===== src/sv/ptbl_pkg.sv =====
// Page table package: table geometry, request codes and index/frame helpers.
// No dependencies; imported by the page table top level.
package ptbl_pkg;

  localparam int LEVEL1_BITS = 4;
  localparam int LEVEL2_BITS = 4;
  localparam int OFFSET_BITS = 8;
  localparam int FRAME_BITS  = 8;

  localparam int INDEX_BITS  = LEVEL1_BITS + LEVEL2_BITS;
  localparam int TABLE_DEPTH = 1 << INDEX_BITS;

  typedef logic [INDEX_BITS-1:0] idx_t;
  typedef logic [FRAME_BITS-1:0] frame_t;

  localparam logic [1:0] REQ_LOOKUP = 2'd0;
  localparam logic [1:0] REQ_INSERT = 2'd1;
  localparam logic [1:0] REQ_REMOVE = 2'd2;

  function automatic idx_t table_index(logic [15:0] addr);
    logic [31:0] a;
    a = 32'(addr) >> OFFSET_BITS;
    return a[INDEX_BITS-1:0];
  endfunction

  function automatic frame_t frame_cut(logic [7:0] f);
    logic [39:0] w;
    w = 40'(f);
    return w[FRAME_BITS-1:0];
  endfunction

endpackage


===== src/sv/ptbl_ram.sv =====
// Generic single-port-write, single-port-read synchronous RAM, registered read.
// No dependencies; holds the page table frame store.
module ptbl_ram #(
  parameter int ADDR_BITS = 8,
  parameter int DATA_BITS = 8
) (
  input  logic                 clk,
  input  logic                 we,
  input  logic [ADDR_BITS-1:0] waddr,
  input  logic [DATA_BITS-1:0] wdata,
  input  logic [ADDR_BITS-1:0] raddr,
  output logic [DATA_BITS-1:0] rdata
);

  logic [DATA_BITS-1:0] mem [(1 << ADDR_BITS)];

  always_ff @(posedge clk) begin
    if (we) begin
      mem[waddr] <= wdata;
    end
    rdata <= mem[raddr];
  end

endmodule


===== src/sv/two_level_page_table.sv =====
// Two-level page table top level: request sequencer, valid bits and counters.
// Depends on ptbl_pkg and ptbl_ram.
//
// Usage: present a word on in_req_type, in_virt_address and in_frame_number
// and raise start; the word is taken at a clock edge with start high and
// busy low. Each word gives exactly one result word, shown for one cycle
// with out_valid high on out_hit, out_found_frame, out_hit_count and
// out_access_count. The receiver cannot hold results off; none is needed,
// since the next result never comes before the current one has gone.
// Flow, from the accepting edge to the edge that takes the result:
//   insert and unused codes: result registered at the accepting edge, a new word may follow at once;
//   lookup: busy for one cycle in ST_LOOKUP while the frame RAM is read;
//   remove: busy in ST_SCAN, one entry a cycle through the frame RAM read port,
//   until the first valid entry with that frame is found or the last entry is checked.
// Reset (rst_n low, synchronous) clears all valid bits and both counters at
// once; the frame RAM is not cleared, as a frame is only read under its
// valid bit. The block is ready in the cycle after reset.
module two_level_page_table (
  input  logic        clk,
  input  logic        rst_n,
  input  logic        start,
  output logic        busy,
  input  logic [1:0]  in_req_type,
  input  logic [15:0] in_virt_address,
  input  logic [7:0]  in_frame_number,
  output logic        out_valid,
  output logic        out_hit,
  output logic [7:0]  out_found_frame,
  output logic [31:0] out_hit_count,
  output logic [31:0] out_access_count
);
  import ptbl_pkg::*;

  typedef enum logic [1:0] {ST_IDLE, ST_LOOKUP, ST_SCAN} state_t;

  state_t               state_r, state_nxt;
  logic [TABLE_DEPTH-1:0] valid_r;
  idx_t                 idx_r, idx_nxt;
  frame_t               frame_r, frame_nxt;
  idx_t                 chk_r, chk_nxt;
  logic [31:0]          hits_r, hits_nxt;
  logic [31:0]          lookups_r, lookups_nxt;
  logic                 out_valid_r, out_valid_nxt;
  logic                 out_hit_r, out_hit_nxt;
  logic [7:0]           out_frame_r, out_frame_nxt;

  idx_t                 in_idx;
  frame_t               in_frame;
  logic                 ram_we;
  idx_t                 rd_addr;
  frame_t               rd_data;
  logic                 vld_set;
  logic                 vld_clr;
  idx_t                 vld_idx;
  logic                 match;

  assign in_idx   = table_index(in_virt_address);
  assign in_frame = frame_cut(in_frame_number);
  assign match    = valid_r[chk_r] && (rd_data == frame_r);

  ptbl_ram #(
    .ADDR_BITS(INDEX_BITS),
    .DATA_BITS(FRAME_BITS)
  ) u_ram (
    .clk  (clk),
    .we   (ram_we),
    .waddr(in_idx),
    .wdata(in_frame),
    .raddr(rd_addr),
    .rdata(rd_data)
  );

  always_comb begin
    state_nxt     = state_r;
    idx_nxt       = idx_r;
    frame_nxt     = frame_r;
    chk_nxt       = chk_r;
    hits_nxt      = hits_r;
    lookups_nxt   = lookups_r;
    out_valid_nxt = 1'b0;
    out_hit_nxt   = 1'b0;
    out_frame_nxt = 8'd0;
    ram_we        = 1'b0;
    rd_addr       = idx_r;
    vld_set       = 1'b0;
    vld_clr       = 1'b0;
    vld_idx       = chk_r;
    unique case (state_r)
      ST_IDLE: begin
        rd_addr = (in_req_type == REQ_REMOVE) ? '0 : in_idx;
        vld_idx = in_idx;
        if (start) begin
          idx_nxt   = in_idx;
          frame_nxt = in_frame;
          chk_nxt   = '0;
          unique case (in_req_type)
            REQ_LOOKUP: state_nxt = ST_LOOKUP;
            REQ_INSERT: begin
              ram_we        = 1'b1;
              vld_set       = 1'b1;
              out_valid_nxt = 1'b1;
            end
            REQ_REMOVE: state_nxt = ST_SCAN;
            default:    out_valid_nxt = 1'b1;
          endcase
        end
      end
      ST_LOOKUP: begin
        lookups_nxt   = lookups_r + 32'd1;
        out_valid_nxt = 1'b1;
        state_nxt     = ST_IDLE;
        if (valid_r[idx_r]) begin
          hits_nxt      = hits_r + 32'd1;
          out_hit_nxt   = 1'b1;
          out_frame_nxt = 8'(rd_data);
        end
      end
      ST_SCAN: begin
        rd_addr = chk_r + 1'b1;
        if (match || (chk_r == '1)) begin
          vld_clr       = match;
          out_valid_nxt = 1'b1;
          state_nxt     = ST_IDLE;
        end else begin
          chk_nxt = chk_r + 1'b1;
        end
      end
      default: state_nxt = ST_IDLE;
    endcase
  end

  always_ff @(posedge clk) begin
    if (!rst_n) begin
      state_r     <= ST_IDLE;
      valid_r     <= '0;
      hits_r      <= '0;
      lookups_r   <= '0;
      out_valid_r <= 1'b0;
    end else begin
      state_r     <= state_nxt;
      hits_r      <= hits_nxt;
      lookups_r   <= lookups_nxt;
      out_valid_r <= out_valid_nxt;
      if (vld_set) begin
        valid_r[vld_idx] <= 1'b1;
      end else if (vld_clr) begin
        valid_r[vld_idx] <= 1'b0;
      end
    end
    idx_r       <= idx_nxt;
    frame_r     <= frame_nxt;
    chk_r       <= chk_nxt;
    out_hit_r   <= out_hit_nxt;
    out_frame_r <= out_frame_nxt;
  end

  assign busy             = (state_r != ST_IDLE);
  assign out_valid        = out_valid_r;
  assign out_hit          = out_hit_r;
  assign out_found_frame  = out_frame_r;
  assign out_hit_count    = hits_r;
  assign out_access_count = lookups_r;

endmodule


===== config.mk =====
export PLATFORM = sky130hd
export DESIGN_NAME = two_level_page_table
export DESIGN_NICKNAME = d
export VERILOG_FILES = /design/src/sv/ptbl_pkg.sv /design/src/sv/ptbl_ram.sv /design/src/sv/two_level_page_table.sv
export SDC_FILE = /design/constraint.sdc
export NUM_CORES = 2
export LEC_CHECK = 0
export BUFFER_PORTS_ARGS = -buffer_cell sky130_fd_sc_hd__buf_4
export CAP_MARGIN = 40
export CORE_ASPECT_RATIO = 0.9
export CORE_MARGIN = 2
export CORE_UTILIZATION = 38
export CTS_CLUSTER_SIZE = 24
export DETAILED_ROUTE_END_ITERATION = 10
export PLACE_DENSITY = 0.51
export SYNTH_ARGS = -nofsm -noshare
export SYNTH_HDL_FRONTEND = slang
export SYNTH_SLANG_ARGS = --single-unit
export TNS_END_PERCENT = 1

===== constraint.sdc =====
create_clock -name clk -period 3.5 [get_ports clk]
set_input_delay 0.7 -clock clk [delete_from_list [all_inputs] [get_ports clk]]
set_output_delay 0.7 -clock clk [all_outputs]
set_load 0.02 [all_outputs]

==> flow_metrics.tcl <==
set metrics [dict create \
    drcViolationCount 0 \
    cp.depth 16 \
    hp-class "in -> reg" \
    reg2regPathDepth 16 \
    critPathRequiredTime_ns 4.28 \
    die_area_mm2 0.281 \
    ys_seq_elements 2412 \
    rrSetupSlack_ns -0.59 \
    synth-edff-count 2072 \
    cp-end-kind "flop" \
    synthTopCellsByArea "edfxtp_1 59%, dfxtp_1 6.5%, nand2_1 5.1%" \
    die_h_um 503 \
    final_cell_mix "2072 x edfxtp_1, 1411 x nand2_1, 1131 x buf_4" \
    routed_via_density 5.78 \
    cp_common_cell "buf_12" \
    finalNetCount 9586 \
    cpPeakStageDelay_ns 0.43 \
    utilization_pct 47.2 \
    hpwl_um 239000 \
    cp.arrival_ns 4.87 \
    grt_max_degree 160 \
    max_freq_mhz 245 \
    syn_nets 8595 \
    drtPass1Iterations 6 \
    rsz0062_at_grt "true" \
    track_usage_pct 25.5 \
    regArea_mm2 0.0690 \
    antenna_found_initial 13 \
    clk_pin_slew_worst_paths_ns 0.06 \
    power_density_mw_per_mm2 528 \
    start_util_pct 38.1 \
    hold_ws_ns 0.123 \
    critPathKind "reg -> reg" \
    synthAdderAreaFrac_pct 0.0357 \
    cts_sinks 2412 \
    ys.flop_type "edfxtp_1" \
    hold_depth 3 \
    critPathMaxFanout 6 \
    syn_area_mm2 0.105 \
    syn_inst 8563 \
    hold_buffers 0 \
    htree_levels 5 \
    path_buf_inv 6 \
    layout-drive-gt1-share_pct 22.6 \
    p_leak_nw 45.7 \
    instances_no_fill 13464 \
    synth-simple-area-share_pct 13.6 \
    port_buffers 95 \
    drtAntennaViolNets 0 \
    clk_latency_ns 0.88 \
    core-area_mm2 0.276 \
    grt_pass1_wl_um 528000 \
    skew_ns 0.0685 \
    synth_top_area_cell "edfxtp_1" \
    ir_drop_v 0.000417 \
    routabilityCongestion 0.907 \
    maxCapViolCount 0 \
    crit_chain "ha_4 -> and3b_1 -> a311o_2 -> buf_12 -> buf_12 -> buf_12 -> buf_6 -> mux2i_2 -> mux2i_2 -> o22ai_2 -> nor4_4 -> buf_4 -> nand4_1 -> buf_4 -> a22oi_2 -> and3_1" \
    drt-initial-drc-count 8970 \
    synth-xor-area-share_pct 0.432 \
    multi_input_area_mm2 0.0343 \
    yosysTopAreaCellShare_pct 59.1 \
    fin_tns_setup_ns -13.72 \
    fillers 24345 \
    status "finished, violations left" \
    start_kind "flop" \
    clock_path_buffers 4 \
    placed_cells 12942 \
    grt_pass1_vias 74629 \
    setup_ws_ns -0.589 \
    cts_tree "yes" \
    yosysSeqAreaShare_pct 65.6 \
    setup_viol 191 \
    cpLargestDelayFamily "buffers and inverters" \
    crit_slowest_cell "edfxtp_1" \
    drt-total-wl_um 366000 \
    rows 183 \
    async_flop_share_pct 0 \
    fin_crit_sh_pct 117 \
    synth.area.mux_share_pct 7.58 \
    synthDistinctLibCells 94 \
    grt_overflow 0 \
    worst_slew_pin_slew_ns 0.864 \
    hold_viol 0 \
    period_minus_slack_ns 4.09 \
    final_common_cell "edfxtp_1" \
    io_pins 104 \
    yosys_warnings 0 \
    synth-compound-area-share_pct 9.52 \
    wl_per_cell_um 27.2 \
    via_count 77826 \
    synth_top_family_by_area "simple AND/OR/NAND/NOR gates" \
    synth_area_per_cell_um2 12.3 \
    synthToLayoutAreaGrowth_pct 23.8 \
    cts_root_buffer "clkbuf_16" \
    die_w_um 559 \
    slew_violations 0 \
    max_slew_margin_pct 42.0 \
    cts_buffers 277 \
    violations "negative setup slack" \
]
what timing repair did:
item,CTS,global route
buffers inserted,23,1
resized for setup,150,100
pin swaps,57,31
gates cloned,11,0
setup endpoints to repair,292,286
hold endpoints to repair,0,0
worst paths after layout:
| path | end | startpoint |
|---|---|---|
| max | u_ram.rdata[4] | chk_r[1] |
| max reg2reg | u_ram.rdata[4] | chk_r[1] |
| min | state_r[0] | in_req_type[0] |
| min reg2reg | out_hit_count[31] | out_hit_count[31] |
cell type report:
type / count / area share [%]
antenna: 5 / 0.00961
clock buffer: 354 / 5.75
clock inverter: 130 / 0.955
inverter: 62 / 0.181
multi-input combinational: 5426 / 26.4
sequential: 2412 / 53.0
tap: 3700 / 3.56
timing repair buffer: 1375 / 10.2
logic make-up (layout without fill, tap and decap cells):
family          count (synthesis)  in the layout
other cells                     0              5
compound gates               1560           1560
mux                           573            573
fa+ha+maj                       3              3
simple gates                 3239           3239
buf+inv                       725           1921
xor+xnor                       51             51
flops                        2412           2412
per-layer routing:
layer / up-vias / global-route usage, % / wire [um]
met5: - / 0 / 13
met4: 2 / 6.81 / 10100
met3: 530 / 3.94 / 28000
met2: 3398 / 39.4 / 166000
met1: 39586 / 37.2 / 162000
li1: 34310 / - / -
cell usage after synthesis, drive strengths merged (21+ instances only):
cell type,n
nand2b,27
dfxtp,340
o21ai,375
nor4,42
a221o,26
a221oi,59
clkbuf,301
a21oi,337
nor2,707
xor2,32
nand3,726
mux2i,335
and3,68
buf,362
o22ai,31
o2111ai,21
a22oi,100
inv,61
a211oi,60
mux4,172
edfxtp,2072
a2111oi,27
nor3,56
nand4,82
a31oi,288
or3,25
a311oi,37
a32oi,31
mux2,66
nand2,1420
o211ai,21
where the power goes:
part           leakage, nW  switching [mW]  internal (mW)
sequential            21.4           0.154           31.2
combinational         20.0            5.44           3.40
clock                 4.24            11.9           16.6
total                 45.7            17.5           51.2
tightest hold or removal path, cell delays in order:
cell    delay, ns
buf_4        0.08
buf_4        0.11
nor4_1       0.04
per-stage QoR:
| stage | area, um2 | total power, mW | worst slack, ns |
|---|---|---|---|
| 4_1_cts | 129000 | 69.0 | -0.488 |
| 3_3_place_gp | 119000 | 40.3 | -1.45 |
| 3_5_place_dp | 119000 | 40.3 | -1.31 |
| 2_1_floorplan | 105000 | 35.8 | 0.111 |
| 6_report | 130000 | 68.7 | -0.589 |
| 5_1_grt | 130000 | 70.7 | -0.699 |
Note: power is estimated with default switching activity, not from simulation.
